**src/rtl/rptme_pkg.sv**
```systemverilog
// ----------------------------------------------------------------------------
// RE pattern table mask engine package
// Shared types and constants for the pattern table and its command path.
// ----------------------------------------------------------------------------
package rptme_pkg;

    localparam int MAX_PATTERNS_DEF = 4;
    localparam int NUM_RB_DEF = 275;
    localparam int SC_PER_RB = 12;
    localparam int SYMBOLS_PER_SLOT_DEF = 14;

    typedef enum logic [1:0] {
        CMD_MERGE = 2'd0,
        CMD_QUERY = 2'd1,
        CMD_COUNT = 2'd2,
        CMD_NONE  = 2'd3
    } t_cmd;

    typedef enum logic [2:0] {
        ST_APPENDED  = 3'd0,
        ST_COVERED   = 3'd1,
        ST_SC_MERGED = 3'd2,
        ST_SYM_MERGE = 3'd3,
        ST_FULL      = 3'd4
    } t_status;

    typedef enum logic [2:0] {
        S_IDLE,
        S_SCAN,
        S_MOD,
        S_NEXT,
        S_DONE
    } t_state;

    typedef struct packed {
        logic [1:0]  cmd;
        logic [8:0]  rb_first;
        logic [8:0]  rb_stop;
        logic [8:0]  rb_step;
        logic [11:0] sc_mask;
        logic [13:0] symbol_mask;
        logic [8:0]  rb_index;
        logic [3:0]  symbol;
        logic [3:0]  symbol_count;
        logic [11:0] mask_in;
        logic        last_rb;
    } t_item;

    typedef struct packed {
        logic [8:0]  rb_first;
        logic [8:0]  rb_stop;
        logic [8:0]  rb_step;
        logic [11:0] sc_mask;
        logic [13:0] symbol_mask;
    } t_pattern;

    function automatic logic [3:0] popcount12(input logic [11:0] v);
        logic [3:0] c;
        c = '0;
        for (int k = 0; k < SC_PER_RB; k++) begin
            c = c + {3'd0, v[k]};
        end
        return c;
    endfunction

endpackage

```
**src/rtl/rptme_front.sv**
```systemverilog
// ----------------------------------------------------------------------------
// RE pattern table front end
// Accepts command transactions, drops unknown commands into the queue as
// they are, and buffers them in a two-entry queue for the back end.
// ----------------------------------------------------------------------------
module rptme_front (
    input  logic             i_clk,
    input  logic             i_rst_n,
    input  logic             i_valid,
    output logic             o_ready,
    input  rptme_pkg::t_item i_item,
    output logic             o_valid,
    input  logic             i_ready,
    output rptme_pkg::t_item o_item
);
    rptme_pkg::t_item r_q [2];
    logic             r_rd;
    logic             r_wr;
    logic [1:0]       r_cnt;
    logic             n_push;
    logic             n_pop;

    assign o_ready = (r_cnt != 2'd2);
    assign o_valid = (r_cnt != 2'd0);
    assign o_item  = r_q[r_rd];
    assign n_push  = i_valid && o_ready;
    assign n_pop   = o_valid && i_ready;

    always_ff @(posedge i_clk) begin
        if (!i_rst_n) begin
            r_rd  <= 1'b0;
            r_wr  <= 1'b0;
            r_cnt <= 2'd0;
        end else begin
            if (n_push) begin
                r_wr <= ~r_wr;
            end
            if (n_pop) begin
                r_rd <= ~r_rd;
            end
            r_cnt <= r_cnt + {1'b0, n_push} - {1'b0, n_pop};
        end
    end

    always_ff @(posedge i_clk) begin
        if (n_push) begin
            r_q[r_wr] <= i_item;
        end
    end

    a_cnt_max: assert property (@(posedge i_clk) disable iff (!i_rst_n)
        r_cnt <= 2'd2) else $error("queue count overflow");
    a_no_push_full: assert property (@(posedge i_clk) disable iff (!i_rst_n)
        !(r_cnt == 2'd2 && n_push)) else $error("push into full queue");
    a_no_pop_empty: assert property (@(posedge i_clk) disable iff (!i_rst_n)
        !(r_cnt == 2'd0 && n_pop)) else $error("pop from empty queue");
endmodule

```
**src/rtl/rptme_back.sv**
```systemverilog
// ----------------------------------------------------------------------------
// RE pattern table back end
// Walks the pattern table entry by entry for merge, query and count, using
// a restoring bit-serial remainder unit for the stride test.
// ----------------------------------------------------------------------------
module rptme_back #(
    parameter int MAX_PATTERNS     = rptme_pkg::MAX_PATTERNS_DEF,
    parameter int NUM_RB           = rptme_pkg::NUM_RB_DEF,
    parameter int SYMBOLS_PER_SLOT = rptme_pkg::SYMBOLS_PER_SLOT_DEF
) (
    input  logic             i_clk,
    input  logic             i_rst_n,
    input  logic             i_valid,
    output logic             o_ready,
    input  rptme_pkg::t_item i_item,
    output logic             o_valid,
    input  logic             i_ready,
    output logic [2:0]       o_status,
    output logic [11:0]      o_include_mask,
    output logic [11:0]      o_exclude_mask,
    output logic [15:0]      o_re_count,
    output logic             o_count_done
);
    localparam int IW = (MAX_PATTERNS > 1) ? $clog2(MAX_PATTERNS) : 1;
    localparam int UW = $clog2(MAX_PATTERNS + 1);

    rptme_pkg::t_state   r_state, n_state;
    rptme_pkg::t_item    r_it;
    rptme_pkg::t_pattern r_tab [MAX_PATTERNS];
    logic [UW-1:0]       r_used;
    logic [UW-1:0]       r_idx;
    logic [15:0]         r_acc;
    logic [11:0]         r_inc;
    logic [11:0]         r_exc;
    logic [3:0]          r_sym;
    logic [16:0]         r_add;
    logic [8:0]          r_rem;
    logic [8:0]          r_num;
    logic [3:0]          r_bit;
    logic                r_merged;
    logic [2:0]          r_status;
    logic                r_ovalid;
    logic [2:0]          r_ostat;
    logic [11:0]         r_oinc;
    logic [11:0]         r_oexc;
    logic [15:0]         r_ocnt;
    logic                r_odone;

    rptme_pkg::t_pattern w_p;
    rptme_pkg::t_item    w_it;
    logic [IW-1:0]       w_i;
    logic                w_last;
    logic                w_uses;
    logic                w_range;
    logic [3:0]          w_send;
    logic [8:0]          w_diff;
    logic [9:0]          w_trial;
    logic                w_out_free;
    logic [16:0]         w_sum;

    assign w_i     = r_idx[IW-1:0];
    assign w_p     = r_tab[w_i];
    assign w_last  = (r_idx >= r_used) || (r_idx >= UW'(MAX_PATTERNS));
    assign w_uses  = (r_sym < 4'(SYMBOLS_PER_SLOT)) && w_p.symbol_mask[r_sym];
    assign w_range = (r_it.rb_index < 9'(NUM_RB)) && (r_it.rb_index >= w_p.rb_first)
                     && (r_it.rb_index < w_p.rb_stop);
    assign w_diff  = r_it.rb_index - w_p.rb_first;
    assign w_trial = {r_rem, r_num[8]} - {1'b0, w_p.rb_step};
    assign w_out_free = !r_ovalid || i_ready;
    assign o_ready = (r_state == rptme_pkg::S_IDLE);
    assign w_sum   = {1'b0, r_acc} + r_add;

    always_comb begin
        logic [4:0] e;
        e = {1'b0, i_item.symbol} + {1'b0, i_item.symbol_count};
        if (e > 5'(SYMBOLS_PER_SLOT)) begin
            e = 5'(SYMBOLS_PER_SLOT);
        end
        w_send = e[3:0];
        w_it = i_item;
        w_it.symbol_count = (w_send > i_item.symbol) ? w_send : i_item.symbol;
    end

    always_comb begin
        n_state = r_state;
        case (r_state)
            rptme_pkg::S_IDLE: if (i_valid) n_state = rptme_pkg::S_SCAN;
            rptme_pkg::S_SCAN: begin
                if (w_last) begin
                    n_state = rptme_pkg::S_NEXT;
                end else if (r_it.cmd == rptme_pkg::CMD_MERGE) begin
                    n_state = rptme_pkg::S_SCAN;
                end else if (w_uses && w_range && w_p.rb_step != 9'd0) begin
                    n_state = rptme_pkg::S_MOD;
                end
            end
            rptme_pkg::S_MOD: if (r_bit == 4'd8) n_state = rptme_pkg::S_SCAN;
            rptme_pkg::S_NEXT: n_state = rptme_pkg::S_DONE;
            rptme_pkg::S_DONE: if (w_out_free) n_state = rptme_pkg::S_IDLE;
            default: n_state = rptme_pkg::S_IDLE;
        endcase
        if (r_state == rptme_pkg::S_SCAN && !w_last && r_it.cmd == rptme_pkg::CMD_MERGE
            && r_merged) begin
            n_state = rptme_pkg::S_NEXT;
        end
        if (r_state == rptme_pkg::S_NEXT && r_it.cmd == rptme_pkg::CMD_COUNT
            && ({1'b0, r_sym} + 5'd1) < {1'b0, r_it.symbol_count}) begin
            n_state = rptme_pkg::S_SCAN;
        end
    end

    always_ff @(posedge i_clk) begin
        if (!i_rst_n) begin
            r_state  <= rptme_pkg::S_IDLE;
            r_used   <= '0;
            r_acc    <= '0;
            r_ovalid <= 1'b0;
        end else begin
            r_state <= n_state;
            if (r_state == rptme_pkg::S_DONE && w_out_free) begin
                r_ovalid <= 1'b1;
            end else if (r_ovalid && i_ready) begin
                r_ovalid <= 1'b0;
            end
            case (r_state)
                rptme_pkg::S_NEXT: begin
                    if (r_it.cmd == rptme_pkg::CMD_MERGE && r_status == rptme_pkg::ST_APPENDED) begin
                        r_used <= r_used + UW'(1);
                    end
                end
                rptme_pkg::S_DONE: begin
                    if (w_out_free && r_it.cmd == rptme_pkg::CMD_COUNT) begin
                        r_acc <= r_it.last_rb ? 16'd0
                               : (w_sum[16] ? 16'hFFFF : w_sum[15:0]);
                    end
                end
                default: ;
            endcase
        end
    end

    always_ff @(posedge i_clk) begin
        case (r_state)
            rptme_pkg::S_IDLE: begin
                r_it         <= w_it;
                r_idx        <= '0;
                r_inc        <= '0;
                r_exc        <= '0;
                r_sym        <= i_item.symbol;
                r_add        <= '0;
                r_merged     <= 1'b0;
                r_status     <= rptme_pkg::ST_APPENDED;
            end
            rptme_pkg::S_SCAN: begin
                if (!w_last) begin
                    if (r_it.cmd == rptme_pkg::CMD_MERGE) begin
                        if (!r_merged) begin
                            r_idx <= r_idx + UW'(1);
                            if (w_p.rb_first == r_it.rb_first && w_p.rb_stop == r_it.rb_stop
                                && w_p.rb_step == r_it.rb_step) begin
                                if (w_p.symbol_mask == r_it.symbol_mask
                                    && w_p.sc_mask == r_it.sc_mask) begin
                                    r_merged <= 1'b1;
                                    r_status <= rptme_pkg::ST_COVERED;
                                end else if (w_p.symbol_mask == r_it.symbol_mask) begin
                                    r_merged <= 1'b1;
                                    r_status <= rptme_pkg::ST_SC_MERGED;
                                    r_tab[w_i].sc_mask <= w_p.sc_mask | r_it.sc_mask;
                                end else if (w_p.sc_mask == r_it.sc_mask) begin
                                    r_merged <= 1'b1;
                                    r_status <= rptme_pkg::ST_SYM_MERGE;
                                    r_tab[w_i].symbol_mask <= w_p.symbol_mask
                                                              | r_it.symbol_mask;
                                end
                            end
                        end
                    end else if (w_uses && w_range) begin
                        r_exc <= r_exc | w_p.sc_mask;
                        if (w_p.rb_step == 9'd0) begin
                            if (w_diff == 9'd0) r_inc <= r_inc | w_p.sc_mask;
                            r_idx <= r_idx + UW'(1);
                        end else begin
                            r_rem <= '0;
                            r_num <= w_diff;
                            r_bit <= '0;
                        end
                    end else begin
                        r_idx <= r_idx + UW'(1);
                    end
                end else if (r_it.cmd == rptme_pkg::CMD_MERGE && !r_merged) begin
                    if (r_used >= UW'(MAX_PATTERNS)) begin
                        r_status <= rptme_pkg::ST_FULL;
                    end else begin
                        r_tab[r_used[IW-1:0]] <= '{r_it.rb_first, r_it.rb_stop, r_it.rb_step,
                                                   r_it.sc_mask, r_it.symbol_mask};
                    end
                end
            end
            rptme_pkg::S_MOD: begin
                r_num <= {r_num[7:0], 1'b0};
                r_bit <= r_bit + 4'd1;
                if (!w_trial[9]) r_rem <= w_trial[8:0];
                else r_rem <= {r_rem[7:0], r_num[8]};
                if (r_bit == 4'd8) begin
                    r_idx <= r_idx + UW'(1);
                    if ((w_trial[9] ? {r_rem[7:0], r_num[8]} : w_trial[8:0]) == 9'd0) begin
                        r_inc <= r_inc | w_p.sc_mask;
                    end
                end
            end
            rptme_pkg::S_NEXT: begin
                if (r_it.cmd == rptme_pkg::CMD_COUNT) begin
                    if (r_sym < r_it.symbol_count) begin
                        r_add <= r_add + {13'd0, rptme_pkg::popcount12(r_inc)};
                    end
                    r_sym <= r_sym + 4'd1;
                    r_idx <= '0;
                    r_inc <= '0;
                end
            end
            rptme_pkg::S_DONE: begin
                if (w_out_free) begin
                    case (r_it.cmd)
                        rptme_pkg::CMD_MERGE: begin
                            r_ostat <= r_status;
                            r_oinc  <= '0;
                            r_oexc  <= '0;
                            r_ocnt  <= '0;
                            r_odone <= 1'b0;
                        end
                        rptme_pkg::CMD_QUERY: begin
                            r_ostat <= '0;
                            r_oinc  <= r_it.mask_in | r_inc;
                            r_oexc  <= r_it.mask_in & ~r_exc;
                            r_ocnt  <= '0;
                            r_odone <= 1'b0;
                        end
                        rptme_pkg::CMD_COUNT: begin
                            r_ostat <= '0;
                            r_oinc  <= '0;
                            r_oexc  <= '0;
                            r_ocnt  <= w_sum[16] ? 16'hFFFF : w_sum[15:0];
                            r_odone <= r_it.last_rb;
                        end
                        default: begin
                            r_ostat <= '0;
                            r_oinc  <= '0;
                            r_oexc  <= '0;
                            r_ocnt  <= '0;
                            r_odone <= 1'b0;
                        end
                    endcase
                end
            end
            default: ;
        endcase
    end

    assign o_valid        = r_ovalid;
    assign o_status       = r_ostat;
    assign o_include_mask = r_oinc;
    assign o_exclude_mask = r_oexc;
    assign o_re_count     = r_ocnt;
    assign o_count_done   = r_odone;

    a_used_max: assert property (@(posedge i_clk) disable iff (!i_rst_n)
        r_used <= UW'(MAX_PATTERNS)) else $error("table overfilled");
    a_bit_max: assert property (@(posedge i_clk) disable iff (!i_rst_n)
        r_state != rptme_pkg::S_MOD || r_bit <= 4'd8) else $error("remainder step overrun");
    a_idle_ready: assert property (@(posedge i_clk) disable iff (!i_rst_n)
        o_ready == (r_state == rptme_pkg::S_IDLE)) else $error("ready outside idle");
endmodule

```
**src/rtl/re_pattern_table_mask_engine_top.sv**
```systemverilog
// ----------------------------------------------------------------------------
// RE pattern table mask engine, top level
// A front queue decouples command intake from the table-walking back end.
//
// Channel | Direction | Handshake
// in      | input     | i_valid / o_ready, command fields
// out     | output    | o_valid / i_ready, result fields
//
// A merge walks the table entry by entry until it merges with one. A query
// walks every entry and runs the bit-serial stride remainder for each
// covering strided entry. A count repeats the query walk once per symbol.
// Reset is synchronous and clears the entry count and the accumulator.
// Stalls at the output hold the back end; the queue keeps taking two items.
// ----------------------------------------------------------------------------
module re_pattern_table_mask_engine_top #(
    parameter int MAX_PATTERNS     = rptme_pkg::MAX_PATTERNS_DEF,
    parameter int NUM_RB           = rptme_pkg::NUM_RB_DEF,
    parameter int SYMBOLS_PER_SLOT = rptme_pkg::SYMBOLS_PER_SLOT_DEF
) (
    input  logic        i_clk,
    input  logic        i_rst_n,
    input  logic        i_valid,
    output logic        o_ready,
    input  logic [1:0]  i_cmd,
    input  logic [8:0]  i_rb_first,
    input  logic [8:0]  i_rb_stop,
    input  logic [8:0]  i_rb_step,
    input  logic [11:0] i_sc_mask,
    input  logic [13:0] i_symbol_mask,
    input  logic [8:0]  i_rb_index,
    input  logic [3:0]  i_symbol,
    input  logic [3:0]  i_symbol_count,
    input  logic [11:0] i_mask_in,
    input  logic        i_last_rb,
    output logic        o_valid,
    input  logic        i_ready,
    output logic [2:0]  o_status,
    output logic [11:0] o_include_mask,
    output logic [11:0] o_exclude_mask,
    output logic [15:0] o_re_count,
    output logic        o_count_done
);
    rptme_pkg::t_item w_in;
    rptme_pkg::t_item w_q;
    logic             w_qv;
    logic             w_qr;

    assign w_in = '{i_cmd, i_rb_first, i_rb_stop, i_rb_step, i_sc_mask, i_symbol_mask,
                    i_rb_index, i_symbol, i_symbol_count, i_mask_in, i_last_rb};

    rptme_front u_front (
        .i_clk(i_clk), .i_rst_n(i_rst_n),
        .i_valid(i_valid), .o_ready(o_ready), .i_item(w_in),
        .o_valid(w_qv), .i_ready(w_qr), .o_item(w_q)
    );

    rptme_back #(
        .MAX_PATTERNS(MAX_PATTERNS), .NUM_RB(NUM_RB), .SYMBOLS_PER_SLOT(SYMBOLS_PER_SLOT)
    ) u_back (
        .i_clk(i_clk), .i_rst_n(i_rst_n),
        .i_valid(w_qv), .o_ready(w_qr), .i_item(w_q),
        .o_valid(o_valid), .i_ready(i_ready),
        .o_status(o_status), .o_include_mask(o_include_mask),
        .o_exclude_mask(o_exclude_mask), .o_re_count(o_re_count),
        .o_count_done(o_count_done)
    );
endmodule

```
**config.mk**
```make
export PLATFORM = sky130hd
export DESIGN_NAME = re_pattern_table_mask_engine_top
export DESIGN_NICKNAME = d
export VERILOG_FILES = /design/src/rtl/rptme_pkg.sv /design/src/rtl/rptme_front.sv /design/src/rtl/rptme_back.sv /design/src/rtl/re_pattern_table_mask_engine_top.sv
export SDC_FILE = /design/constraint.sdc
export NUM_CORES = 1
export LEC_CHECK = 0
export ABC_AREA = 1
export ABC_CLOCK_PERIOD_IN_PS = 7800
export BUFFER_PORTS_ARGS = -buffer_cell sky130_fd_sc_hd__buf_2
export CORE_MARGIN = 4
export CORE_UTILIZATION = 50
export CTS_BUF_LIST = sky130_fd_sc_hd__clkbuf_4 sky130_fd_sc_hd__clkbuf_8 sky130_fd_sc_hd__clkbuf_16
export DETAILED_ROUTE_END_ITERATION = 16
export GPL_ROUTABILITY_DRIVEN = 0
export GPL_TIMING_DRIVEN = 1
export PLACE_DENSITY = 0.67
export SYNTH_ARGS = -nofsm -noshare
export SYNTH_HDL_FRONTEND = slang
export SYNTH_SLANG_ARGS = --single-unit
```
**constraint.sdc**
```tcl
create_clock -name i_clk -period 7.8 [get_ports i_clk]
set_input_delay 0.39 -clock i_clk [delete_from_list [all_inputs] [get_ports i_clk]]
set_output_delay 0.39 -clock i_clk [all_outputs]
set_load 0.005 [all_outputs]
```
Word-level counts from Yosys, hierarchy flattened
Memories as Yosys holds them, arrays and structs flattened. A register that Yosys moved wholly into a read port is not among the register bits.
Cells that the tools add are included.
{"block": "totals", "ff_bits": 226, "ramBits": 382, "inputBits": 89, "out_inout_bits": 46, "elab_cells": 285, "n_memories": 2}
{"block": "classes", "n_addsub": 23, "magnitude_cmp": 12, "eq_ne": 43, "muxes": 106, "bitwise": 10, "n_reduce_logical": 55}
{"name": "u_back.r_tab", "depth": 4, "word_bits": 53, "rd": 1, "rd_ports_with_merged_regs": 1, "write_ports": 1, "line_no": "rptme_back.sv:29", "source": "rptme_pkg::t_pattern r_tab [MAX_PATTERNS];"}
{"name": "u_front.r_q", "depth": 2, "word_bits": 85, "rd": 1, "rd_ports_with_merged_regs": 1, "write_ports": 1, "line_no": "rptme_front.sv:16", "source": "rptme_pkg::t_item r_q [2];"}
{"op": "two-way mux 12 bit", "n": 11}
{"op": "two-way mux 9 bit", "n": 9}
{"op": "two-way mux 3 bit", "n": 23}
{"op": "two-way mux 53 bit", "n": 1}
{"op": "OR reduction 53 bit", "n": 1}
{"op": "OR 12 bit", "n": 4}
{"op": "case mux 12 bit (4 select lines)", "n": 1}
{"op": "adder 4 x 1 -> 4 bit", "n": 10}
{"op": "two-way mux 1 bit", "n": 36}
{"op": "case mux 9 bit (2 select lines)", "n": 2}
{"op": "two-way mux 17 bit", "n": 2}
{"op": "case mux 17 bit (2 select lines)", "n": 1}
{"op": "two-way mux 16 bit", "n": 2}
{"op": "two-way mux 4 bit", "n": 7}
{"op": "== test 9 bit", "n": 3}
{"op": "zero test 9 bit", "n": 3}
{"op": "case mux 12 bit (2 select lines)", "n": 1}
{"op": "logical AND 1 bit", "n": 20}
{"op": "!= test 2 bit (second input constant)", "n": 10}
{"op": "adder 16 x 17 -> 17 bit", "n": 1}
{"op": "adder 17 x 4 -> 17 bit", "n": 1}
{"op": "case mux 4 bit (2 select lines)", "n": 2}
{"op": "AND reduction 4 bit", "n": 4}
{"op": "case mux 3 bit (5 select lines)", "n": 1}
{"op": "62 further kinds", "n": 93}

Depth between registers and ports, before layout
Gate-level depths: netlist of the first run.
{"block": "depth", "ltp_word": 15, "mapped_depth": 23, "ltp_nobuf": 22}

Hierarchy
From an unflattened synthesis of the first run, not the netlist that was laid out.
{"block": "hier_totals", "cells_unflattened": 2355, "hier_area_um2": 27518.9}
{"module": "rptme_back", "n_inst": 1, "cells_per_inst": 2055, "area_per_inst_um2": 21137.8, "seq_area_each_um2": 12842.3}
{"module": "rptme_front", "n_inst": 1, "cells_per_inst": 300, "area_per_inst_um2": 6381.1, "seq_area_each_um2": 5205.0}

Worst setup path before layout of the first run
No wires, ideal clock.
{"block": "synth_path", "path_type": "register to register", "from": "reg u_back.r_state[0]", "to": "reg u_back.r_exc[0] (enable)", "setup_ps": 399, "arrival_time_ps": 5607, "required_ps": 7401, "setup_slack_ps": 1794, "stages_incl_launch_ff": 7, "n_path_buf": 0, "period_less_slack_ps": 6006, "path_cell_list": "dfxtp_1 -> nor2_1 -> inv_1 -> nor2_1 -> inv_1 -> nand2_1 -> nor3b_1"}
{"block": "synth_via", "elab_chain_len": 3, "word_cells_on_any_way": 7, "classes_between": "4 x eq/ne; 3 x reduce/logical"}
{"item": "from (decl)", "line_no": "rptme_back.sv:27", "source": "rptme_pkg::t_state r_state, n_state;"}
{"item": "from (signal assigned)", "line_no": "rptme_back.sv:114", "source": "r_state <= rptme_pkg::S_IDLE;"}
{"item": "from (signal assigned)", "line_no": "rptme_back.sv:119", "source": "r_state <= n_state;"}
{"item": "== test 3 x 1 -> 1 bit / zero test 3 bit (equally long branches)", "line_no": "rptme_back.sv:143", "source": "case (r_state)"}
{"item": "!= test 2 bit (no source line) / nonzero test 2 bit (equally long branches)"}
{"item": "AND reduction 4 bit (no source line) *"}
{"item": "to (signal assigned)", "line_no": "rptme_back.sv:178", "source": "r_exc <= r_exc | w_p.sc_mask;"}
{"item": "to (decl)", "line_no": "rptme_back.sv:34", "source": "logic [11:0] r_exc;"}
Every way passes the cells marked *; elsewhere a longest branch is shown, timed or not.
A chain may end at the register's enable or synchronous reset.

Worst setup path in the final report of the first run
{"block": "layout_path", "from": "reg u_back.r_inc[0]", "to": "reg u_back.r_add[16] (data pin)"}
{"block": "layout_via", "elab_chain_len": 15}
{"item": "from (decl)", "line_no": "rptme_back.sv:33", "source": "logic [11:0] r_inc;"}
{"item": "from (signal assigned)", "line_no": "rptme_back.sv:180", "source": "if (w_diff == 9'd0) r_inc <= r_inc | w_p.sc_mask;"}
{"item": "from (signal assigned)", "line_no": "rptme_back.sv:207", "source": "r_inc <= r_inc | w_p.sc_mask;"}
{"item": "adder 1 x 1 -> 2 bit", "line_no": "rptme_pkg.sv:61", "source": "c = c + {3'd0, v[k]};"}
{"item": "adder 4 x 1 -> 4 bit (10 in series)", "line_no": "rptme_pkg.sv:61"}
{"item": "adder 17 x 4 -> 17 bit", "line_no": "rptme_back.sv:214", "source": "r_add <= r_add + {13'd0, rptme_pkg::popcount12(r_inc)};"}
{"item": "two-way mux 17 bit", "line_no": "rptme_back.sv:213", "source": "if (r_sym < r_it.symbol_count) begin"}
{"item": "two-way mux 17 bit", "line_no": "rptme_back.sv:212", "source": "if (r_it.cmd == rptme_pkg::CMD_COUNT) begin"}
{"item": "case mux 17 bit (2 select lines)", "line_no": "rptme_back.sv:143"}
{"item": "to (signal assigned)", "line_no": "rptme_back.sv:214"}
{"item": "to (decl)", "line_no": "rptme_back.sv:36", "source": "logic [16:0] r_add;"}
No other way between the ends. The select of a mux whose other input is x is not followed.

==> results of run 1 <==
-- power groups by stage --
stage               combinational [mW]  sequential (mW)  clock, mW
floorplan                         3.61             4.94          0
global placement                  4.53             5.09          0
detailed placement                4.71             5.12          0
CTS                               4.78             5.05       3.25
global route                      5.43             5.12       3.40
finish                            4.78             5.05       3.19
-- worst max-delay path by stage --
stage                           start                to  slack (ps)  cells after the start
global route          u_back.r_inc[0]  u_back.r_add[16]        2270                     18
finish                u_back.r_inc[0]  u_back.r_add[16]        2470                     17
global placement      u_back.r_inc[0]  u_back.r_add[15]        2730                     20
floorplan           u_back.r_state[0]   u_back.r_exc[0]        1790                      6
detailed placement    u_back.r_inc[0]  u_back.r_add[16]        2600                     17
CTS                   u_back.r_inc[0]  u_back.r_add[16]        2520                     17
-- flip-flops by register name, summed over array words and instances, names as in the netlist, 2 cells and up, named ones only --
register and count:
u_back.r_used 3, u_back.r_acc 16, u_back.r_state 3, u_back.r_exc 12, u_back.r_add 17, u_front.r_q 170
u_back.o_status 3, u_back.r_inc 12, u_back.o_exclude_mask 12, u_back.o_re_count 16, u_back.r_rem 9, u_back.r_num 9
u_back.r_sym 4, u_back.r_it 81, u_back.o_include_mask 12, u_back.r_idx 3, u_back.r_status 3, u_back.r_bit 4
u_back.r_tab 212, u_front.r_cnt 2
-- per-stage QoR --
| step | power, mW | instances |
|---|---|---|
| 5_1_grt | 13.9 | 3317 |
| 2_1_floorplan | 8.55 | 2340 |
| 3_3_place_gp | 9.62 | 3114 |
| 4_1_cts | 13.1 | 3316 |
| 3_5_place_dp | 9.82 | 3114 |
| 6_report | 13.0 | 3317 |
-- area by class of cell --
cell class / count / area [um2] / share of cell area [%]
multi-input cells: 1394 / 8080 / 25.4
clock buffers: 79 / 1750 / 5.49
inverters: 262 / 988 / 3.10
diodes: 1 / 2.50 / 0.00786
flip-flops and latches: 611 / 18100 / 56.7
well taps: 696 / 871 / 2.73
clock inverters: 40 / 474 / 1.49
repair buffers: 234 / 1630 / 5.11
-- layout by cell type, fill, tap and decap left out, types with 32 or more instances in the layout --
master,n
nand2_1,528
buf_2,134
nand3_1,151
xor2_1,41
ha_1,99
dlygate4sd3_1,83
nor3_1,32
edfxtp_1,581
mux2_2,81
inv_1,252
a21oi_1,137
clkbuf_16,66
o21ai_0,77
nor2_1,125
-- critical path: stages, from the launching register on --
cell and delay [ps]:
edfxtp_1 410, ha_1 300, inv_1 60, fa_1 520, fa_1 530, fa_1 520, fa_1 470, fa_1 500
fa_1 440, nor2_1 190, o21a_1 160, o21ai_0 100, nor2_1 180, nand2_1 110, inv_1 90, nand4_1 130
nor3_1 230, a31oi_1 110
-- kinds of logic after synthesis --
logic type	Yosys count	share of synthesized area [%]
compound gates	266	5.36
xor+xnor	52	1.66
mux	81	3.33
buf+inv	335	5.00
simple gates	884	13.4
flops	611	65.8
fa+ha+maj	111	5.40
-- per-layer routing --
| layer | track usage [%] | wire [um] |
|---|---|---|
| met1 | 26.3 | 25300 |
| met2 | 33.8 | 28500 |
| met3 | 3.19 | 3080 |
| met4 | 5.77 | 1290 |
| met5 | 0 | 0 |
-- timing repair --
item | in CTS | in global routing
endpoints found under the setup margin | 0 | 0
endpoints found under the hold margin | 166 | 0
hold buffers | 83 | 0
==> reports/qor.csv, run 1 <==
metric,value,unit
status,completed,
drt-wirelength-per-cell,17.5,um
cts_buffers,66,
power_frac_clock,24.5,%
grt_pass1_vias,17900,
ir_drop,302,uV
nNetsFinal,2769,
cts_tree,yes,
final_area,31900,um2
yosysMostFrequentCell,edfxtp_1,
port_buffers,134,
postPlaceCellArea,28800,um2
powerDensity,409,nW/um2
finalHoldViolations,0,
grt_max_degree,107,
cts-root-buf,clkbuf_16,
ant_nets,0,
r2r_start,u_back.r_inc[0],
fin_crit_sh,68.3,%
clkLatencyLatePin,610,ps
crit_path_end_kind,flop,
async_reset_ff_share,0,%
synth_top_area_share,63.7,%
start_util,50.7,%
path_max_fanout,3,
avgSynthCellArea,11.7,um2
ff2ff_path_depth,17,
num_vias,17600,
slew-limit-headroom,16.2,%
utilization,59.0,%
cts.sinks,611,
dpl_worst_slack,2600,ps
drv_slew,0,
fin_crit,5330,ps
syn_area,27400,um2
hold_start,i_rb_step[6],
holdPathEnd,u_front.r_q[1][62],
timing.final.ws_setup,2470,ps
grt-ovfl-total,0,
synth_area_leaders,"edfxtp_1 64%, nand2_1 7.2%, ha_1 4.5%, inv_1 3.5%, mux2_2 3.3%",
io_pins,135,
synthCells,2340,
die_w,242,um
grt_pass1_wl,93700,um
drt_wl_total,58200,um
worstPathArrival,5650,ps
firstDrtPassIters,5,
antenna_found_initial,1,
cp.required,8130,ps
drive_above_1_share,14.3,%
coreArea,54000,um2
yosys.cell_types.count,46,
path_clk_slew,60,ps
power_switching,4.81,mW
fillers,4343,
cts_resized,0,
rsz0062_at_grt,no,
swShare,36.9,%
hold_depth,1,
ys.flop_type,edfxtp_1,
leakage,12.7,nW
ys_seq_elements,611,
drt_iter0_markers,1070,
seqPwrFrac,38.8,%
route.detailed.drc,0,
vias_per_cell,5.31,
internal_power,8.21,mW
power_frac_comb,36.7,%
r2r_setup_slack,2470,ps
synthesis.nets,2540,
row_count,85,
die_area,58600,um2
min_path_type,in2reg,
finalSetupTns,0,ps
max-clock-path-buffers,3,
yosys_warnings,0,
netlist_top_cells_count,"581 x edfxtp_1, 528 x nand2_1, 252 x inv_1",
finClkSkew,30.8,ps
synth_top_cell_by_area,edfxtp_1,
hold_ws,37.3,ps
drv_cap,0,
start_kind,flop,
worstMarginPinSlew,1250,ps
die_h,242,um
criticalPathCategory,reg2reg,
dp_hpwl,38100,um
area_delta_synth_final,16.2,%
fmax,188,MHz
grt_usage,19.8,%
synth_edf_count,581,
r2r_end,u_back.r_add[16],
ys_seq_area_share,65.8,%
cts_setup_buffers,0,
h-tree-depth,3,
setup_viol,0,
No activity file was read; power rests on OpenSTA's default activity.
==> run 2, diff against run 1 <==
Settings changed: ABC_CLOCK_PERIOD_IN_PS 7800 to 5000.
Clock period 7.8 ns to 5 ns, I/O delays scaled along.
==> reports/qor.csv, run 2 (synthesis results as in run 1) <==
metric,value,unit,change
start_util,50.7,%,unchanged
grt_pass1_wl,93600,um,-0.13%
largest-register,u_back.r_tab,,
die_h,242,um,unchanged
row_count,85,,unchanged
area_delta_synth_final,17.2,%,
vias_per_cell,5.30,,-0.21%
leakage,12.8,nW,+1.3%
final_common_cell,edfxtp_1,,
cts-root-buf,clkbuf_16,,
io_pins,135,,unchanged
max-clock-path-buffers,3,,unchanged
path_max_fanout,2,,-1
nNetsFinal,2807,,+1.4%
grt_max_degree,107,,unchanged
met2WireLength,28700,um,+0.45%
cp.required,5450,ps,-2680 ps
layout_common_cells,"581 x edfxtp_1, 523 x nand2_1, 249 x inv_1, 150 x nand3_1, 138 x a21oi_1",,
cts_buffers,67,,+1.5%
port_buffers,134,,unchanged
path_clk_slew,60,ps,about the same
status,completed,,
slowest_delay,530,ps,about the same
cp_slowest_cell,fa_1,,
dp_cells,3140,,+0.83%
drv_slew,0,,unchanged
firstDrtPassIters,5,,unchanged
drv_cap,0,,unchanged
cts_tree,yes,,
route.detailed.drc,0,,unchanged
final_cells,3355,,+1.1%
worstPathArrival,5350,ps,-300 ps
powerDensity,646,nW/um2,+58%
num_vias,17800,,+0.93%
worstPathCellList,ha_1 -> inv_1 -> fa_1 -> fa_1 -> fa_1 -> fa_2 -> fa_2 -> fa_2 -> nor2_4 -> o21a_1 -> o21ai_2 -> nor2_2 -> nand2_2 -> inv_2 -> buf_4 -> nand3_1 -> o21ai_0 -> nand2_1 -> a31oi_1,,
finalHoldViolations,0,,unchanged
antennaDiodeCount,0,,-1
top_layer_used,met4,,
crit_path_end_kind,flop,,
grt_pass1_vias,18000,,+0.50%
met3_wirelength,2820,um,-8.5%
ir_drop,566,uV,+87%
multi_input_area,8160,um2,+0.98%
start_kind,flop,,
grt-ovfl-total,0,,unchanged
finalSetupTns,0,ps,unchanged
rsz0062_at_grt,yes,,
fin_crit,4900,ps,-426 ps
drt-wirelength-per-cell,17.4,um,-0.60%
die_w,242,um,unchanged
drive_above_1_share,16.3,%,+2.0 points
cts.sinks,611,,unchanged
dp_hpwl,37900,um,-0.41%
clkLatencyLatePin,600,ps,about the same
criticalPathCategory,reg2reg,,
coreArea,54000,um2,unchanged
h-tree-depth,3,,unchanged
fin_crit_sh,98.1,%,+30 points
worstMarginPinSlew,1180,ps,-70.3 ps
drt_iter0_markers,1207,,+13%
top_regs,"u_back.r_tab x212, u_front.r_q x170, u_back.r_it x81",,
min_path_type,in2reg,,
wirelength_met1,25700,um,+1.9%
die_area,58600,um2,unchanged
finClkSkew,25.1,ps,-5.70 ps
seqCellArea,18100,um2,unchanged
antenna_found_initial,0,,-1
ant_nets,0,,unchanged
fmax,204,MHz,+8.7%
slew-limit-headroom,20.9,%,+4.7 points
largest_reg_flops,212,,unchanged
grt_usage,19.8,%,+0.042 points
drt_wl_total,58500,um,+0.54%
setup_viol,0,,unchanged
fillers,4277,,-1.5%
hold_ws,42.5,ps,+5.14 ps
-- run 2: metrics by stage --
step | worst slack [ps] | total power [mW] | utilization, % | instance area [um2]
2_1_floorplan | 137 | 13.3 | - | 27400
3_3_place_gp | -19.6 | 15.1 | 53.6 | 29000
3_5_place_dp | -236 | 15.4 | 53.6 | 29000
4_1_cts | 15.4 | 20.3 | 59.2 | 32000
5_1_grt | -120 | 22.2 | 59.5 | 32100
6_report | 97.3 | 20.7 | 59.5 | 32100
-- run 2: final timing paths --
check / start / cells past startpoint / slack (ps) / end
worst max register to register: u_back.r_inc[1] / 19 / 100 / u_back.r_add[16]
worst max-delay path: u_back.r_inc[1] / 19 / 100 / u_back.r_add[16]
worst min-delay path: i_ready / 4 / 40 / u_back.o_valid
worst min register to register: u_front.r_rd / 1 / 450 / flop
-- run 2: cell type report --
class | instances | share of cell area [%]
flip-flops and latches | 611 | 56.2
multi-input cells | 1394 | 25.4
repair buffers | 271 | 6.00
clock buffers | 85 | 5.80
inverters | 262 | 3.08
well taps | 696 | 2.71
clock inverters | 36 | 0.829
-- run 2: report_power, final --
group / internal [mW] / switching [mW] / total [mW]
Clock: 2.76 / 1.98 / 4.75
Sequential: 7.23 / 0.632 / 7.86
Combinational: 2.97 / 5.17 / 8.14
Total: 13.0 / 7.79 / 20.7
-- run 2: metal layers --
layer / vias to the layer above / global-route usage [%]
li1: 8657 / -
met1: 8587 / 26.2
met2: 432 / 33.9
met3: 90 / 2.93
met4: 0 / 6.45
met5: - / 0
-- run 2: what timing repair did --
| item | CTS | global route |
|---|---|---|
| buffers inserted | 1 | 7 |
| gates cloned | 0 | 0 |
| pin swaps | 7 | 17 |
| hold endpoints to repair | 176 | 0 |
| resized for setup | 7 | 25 |
| endpoints found under the setup margin | 6 | 8 |
| hold buffers | 86 | 0 |
-- run 2: worst max-delay path: cells and delay by family (launching register included) --
family                     cells  cell delay, ps
DFF                            1             380
AOI/OAI and AO/OA              4             590
adders and majority gates      7            3070
and+or+nand+nor                5             500
buffers and inverters          3             220
